===== config.mk =====
export PLATFORM = sky130hd
export DESIGN_NAME = psc_buffer
export DESIGN_NICKNAME = d
export VERILOG_FILES = /design/src/rtl/psc_pkg.sv /design/src/rtl/psc_buffer.sv
export SDC_FILE = /design/constraint.sdc
export NUM_CORES = 1
export LEC_CHECK = 0
export ABC_AREA = 0
export BUFFER_PORTS_ARGS = -buffer_cell sky130_fd_sc_hd__buf_2
export CORE_MARGIN = 1
export CORE_UTILIZATION = 45
export CTS_BUF_LIST = sky130_fd_sc_hd__clkbuf_8
export DETAILED_ROUTE_END_ITERATION = 6
export PLACE_DENSITY = 0.78
export REMOVE_ABC_BUFFERS = 1
export SLEW_MARGIN = 15
export SYNTH_ARGS = -nofsm -noshare
export SYNTH_HDL_FRONTEND = slang
export SYNTH_SLANG_ARGS = --single-unit

===== constraint.sdc =====
create_clock -name clk -period 2.9 [get_ports clk]
set_input_delay 0.58 -clock clk [delete_from_list [all_inputs] [get_ports clk]]
set_output_delay 0.58 -clock clk [all_outputs]
set_load 0.02 [all_outputs]

===== src/rtl/psc_pkg.sv =====
// Shared types and constants for the packet sum checker.
package psc_pkg;

  // Byte positions within a 12-byte packet.
  localparam logic [3:0] POS_FIRST = 4'd0;
  localparam logic [3:0] SUM_BYTES = 4'd10;
  localparam logic [3:0] POS_HIGH  = 4'd10;
  localparam logic [3:0] POS_LOW   = 4'd11;

  // Register reset values.
  localparam logic [5:0] PACKETS_PER_BUFFER_RESET  = 6'd42;
  localparam logic [5:0] MANY_FAIL_THRESHOLD_RESET = 6'd20;

  // Register map, indexed by word address.
  typedef enum logic {
    REG_PACKETS_PER_BUFFER,
    REG_MANY_FAIL_THRESHOLD
  } reg_index_t;

  // Status reported on the last packet of a buffer.
  typedef enum logic [1:0] {
    STATUS_NONE,
    STATUS_SOME,
    STATUS_MANY,
    STATUS_ALL
  } buffer_status_t;

  // Configuration seen by the buffer logic.
  typedef struct packed {
    logic [5:0] packets_per_buffer;
    logic [5:0] many_fail_threshold;
  } cfg_t;

  // Per-byte view of the packet currently being framed.
  typedef struct packed {
    logic       last;
    logic       failed;
    logic [7:0] channel;
  } frame_info_t;

  // One result transaction.
  typedef struct packed {
    logic [7:0]     channel;
    logic           failed;
    logic [5:0]     number;
    logic           done;
    logic [5:0]     failures;
    buffer_status_t status;
  } result_t;

endpackage


===== src/rtl/psc_buffer.sv =====
// Buffer bookkeeping: packet index, failure count and buffer status.
module psc_buffer (
  input  logic                 clk,
  input  logic                 rst,
  input  logic                 step,
  input  psc_pkg::cfg_t        cfg,
  input  psc_pkg::frame_info_t info,
  output psc_pkg::result_t     result
);
  import psc_pkg::*;

  logic [5:0] packet_index;
  logic [5:0] fail_count;
  logic [5:0] fail_count_next;
  logic [5:0] eff_size;
  logic       done;

  // A buffer size of zero behaves as one packet per buffer.
  assign eff_size        = (cfg.packets_per_buffer == 6'd0) ? 6'd1 : cfg.packets_per_buffer;
  assign fail_count_next = fail_count + {5'd0, info.failed};
  assign done            = ({1'b0, packet_index} + 7'd1) >= {1'b0, eff_size};

  // Assemble the result for the packet that ends with this byte.
  always_comb begin
    result.channel  = info.channel;
    result.failed   = info.failed;
    result.number   = packet_index;
    result.done     = done;
    result.failures = fail_count_next;
    result.status   = STATUS_NONE;
    if (done) begin
      if (fail_count_next >= eff_size) begin
        result.status = STATUS_ALL;
      end else if (fail_count_next > cfg.many_fail_threshold) begin
        result.status = STATUS_MANY;
      end else if (fail_count_next != 6'd0) begin
        result.status = STATUS_SOME;
      end
    end
  end

  // Update the counters at each packet end; both clear when a buffer closes.
  always_ff @(posedge clk) begin
    if (rst) begin
      packet_index <= 6'd0;
      fail_count   <= 6'd0;
    end else if (step) begin
      if (done) begin
        packet_index <= 6'd0;
        fail_count   <= 6'd0;
      end else begin
        packet_index <= packet_index + 6'd1;
        fail_count   <= fail_count_next;
      end
    end
  end

endmodule


==> flow_summary.ini <==
[routing]
ant_nets = 0
wl_um = 3586
highest_layer = met4
drc = 0
wl_per_cell_um = 16.37
drt_iter0_drc = 30
wl_met1_um = 1460
wl_met3_um = 234
route.met2.wl_um = 1781
num_vias = 1279
first_pass_iters = 4
routed_via_density = 5.840

[logic_synthesis]
ys_seq_area_share_pct = 20.02
synth-seq-cells = 12
syn-cell-area_um2 = 1200
synth_mux_area_share_pct = 0
syn_inst = 145
yosysTopAreaCellShare_pct = 20.02
synth.area.top_cells = dfxtp_1, ha_1, nand2b_1
synth_xor_area_share_pct = 5.839
synth_adder_area_share_pct = 20.54
synth_cell_types = 36
yosysWarnings = 0
yosys.area_share.simple_pct = 19.29
avgSynthCellArea_um2 = 8.275
synth_top_family_by_area = compound AO/OA/AOI/OAI gates
synth-edff-count = 0
ys_async_sr_fraction_pct = 0
yosysTopAreaCell = dfxtp_1
synth-compound-area-share_pct = 21.48
synth_top_flop_cell = dfxtp_1

[setup_path]
required_ns = 2.32
r2r_setup_slack_ns = 0.55
start_kind = input port
reg2reg_depth = 9
worstPathArrival_ns = 2.71
timing.rr.start = packet_index[2]
critical_path.max_fanout = 3
end_kind = primary output
r2r-end = fail_count[5]
crit_type = in2out

[power]
cellPowerDensity_nw_per_um2 = 306.5
p_leak_nw = 0.7921
ir_drop_mv = 0.2987

[final_layout]
post_route_cells_drive_above_1_share_pct = 47.09
finalNetCount = 232
mostFrequentLayoutCells = buf_2, buf_4, inv_1
finalCoreUtilization_pct = 68.62
diodes = 0
area_delta_synth_final_pct = 42.96
final_common_cell = buf_2

[sta]
rsz0062_at_grt = true
setup_viol = 2
min_period_ns = 3.290
max_slew.worst_pin.slew_ns = 0.3869
relSlewSlack_pct = 74.12
min_period_over_period_pct = 113.4
timing.fmax_ghz = 0.3040
setup_tns_ns = -0.7108
fin_skew_ns = 0.006391
drv_slew = 0
hold_viol = 0
setup_ws_ns = -0.3896

[floorplan]
ios = 49
die_x_um = 53.64
core_um2 = 2500
die_area_um2 = 2877
die_height_um = 53.64
row_count = 18
start_util_pct = 48.00

[outcome]
violations = setup timing
status = finished, violations left

[job]
drv_cap = 0

[placed_design]
gp_congestion = 0.7847
port-buffer-count = 31
dp_hpwl_um = 2391

[worst_hold_path]
worstHoldEndpoint = fail_count[5]
min_path_type = reg2reg
hold_depth = 2
min-delay-start = fail_count[5]

[cts]
cts_tree = built
ctsHtreeMaxLevel = 1
cts_buffers = 3
cts_root_buf = clkbuf_8
clk_latency_ns = 0.24
clock_sinks = 12
clock_path_buffers = 2
cts.clk_slew.worst_paths_ns = 0.06

[global_routing]
gr-usage-all-layers_pct = 25.34
grt_pass1_vias = 1193
overflow = 0
grt_max_degree = 20
grt_pass1_wl_um = 5244
antenna_found_initial = 0
==> metrics by stage <==
stage | hold slack (ns) | power (mW) | worst slack (ns) | cells | area [um2]
6_report | 0.5217 | 0.5258 | -0.3896 | 219 | 1715
5_1_grt | 0.5390 | 0.5486 | -0.4731 | 219 | 1715
4_1_cts | 0.5257 | 0.5081 | -0.3297 | 218 | 1627
3_5_place_dp | 0.4980 | 0.3140 | -0.4739 | 212 | 1453
3_3_place_gp | 0.4841 | 0.3075 | -0.4133 | 212 | 1453
2_1_floorplan | 0.4594 | 0.2553 | -0.6424 | 131 | 1110
==> worst max-delay path by stage <==
stage                     slack (ns)  cells after the start        end     from
final                          -0.39                     14  result[0]  info[8]
after CTS                      -0.33                     13  result[0]  info[8]
after floorplan                -0.64                     10  result[0]  info[8]
after global placement         -0.41                     13  result[0]  info[8]
after global routing           -0.47                     14  result[0]  info[8]
after detailed placement       -0.47                     13  result[0]  info[8]
==> registers in the layout, summed over array words and instances (netlist names) <==
register / count
fail_count: 6
packet_index: 6
==> metal layers <==
metal,GRT usage [%],vias up
met5,0,-
met4,13.16,0
met3,7.062,16
met2,42.71,72
met1,28.91,596
li1,-,595
==> cell families after synthesis <==
group / Yosys count
DFF: 12
buffers and inverters: 31
AOI/OAI and AO/OA: 34
xor gates and xnor gates: 8
and+or+nand+nor: 40
adders and majority gates: 20
==> cell usage after synthesis, types with 2 or more instances <==
library cell  instances
nand3_1               7
a21o_1                2
o2111ai_1             3
o22ai_1               2
buf_4                10
ha_1                 17
xor2_1                5
nand2b_1             13
maj3_2                3
dfxtp_1              12
clkbuf_1              4
nor3b_1               2
xnor2_1               3
nand2_1               5
o32ai_1               6
o21ai_0               3
a21oi_1               6
a211oi_1              2
nor3_1                2
o211ai_1              2
nor2_1                5
inv_1                16
o221ai_1              2
==> worst max-delay path, cell delays in order <==
cell and delay (ns):
buf_8 0.11, ha_4 0.16, ha_4 0.17, xor2_4 0.16, buf_4 0.16, ha_4 0.26, nand3_1 0.10, o21ai_1 0.13
o22ai_1 0.13, a21oi_2 0.17, buf_4 0.13, o211ai_1 0.09, a31oi_1 0.18, buf_4 0.16
==> cell type report <==
| class | instances | area [um2] |
|---|---|---|
| clock buffer | 4 | 55.05 |
| fill | 188 | 784.5 |
| inverter | 17 | 63.81 |
| multi-input combinational | 102 | 963.4 |
| sequential | 12 | 242.7 |
| tap | 30 | 37.54 |
| timing repair buffer | 54 | 352.8 |
==> repair_timing <==
item / 4_1_cts / 5_1_grt
setup buffers: 2 / 1
hold buffers: 0 / 0
hold endpoints to repair: 0 / 0
gates resized for setup: 20 / 16
setup endpoints to repair: 3 / 3
pin swaps: 15 / 6
==> power by group <==
group	internal, mW	switching [mW]	total [mW]
Sequential	0.170	0.00857	0.179
Combinational	0.0800	0.0838	0.164
Clock	0.120	0.0632	0.183
Total	0.370	0.156	0.526
Power figures use the tool's default switching activity.
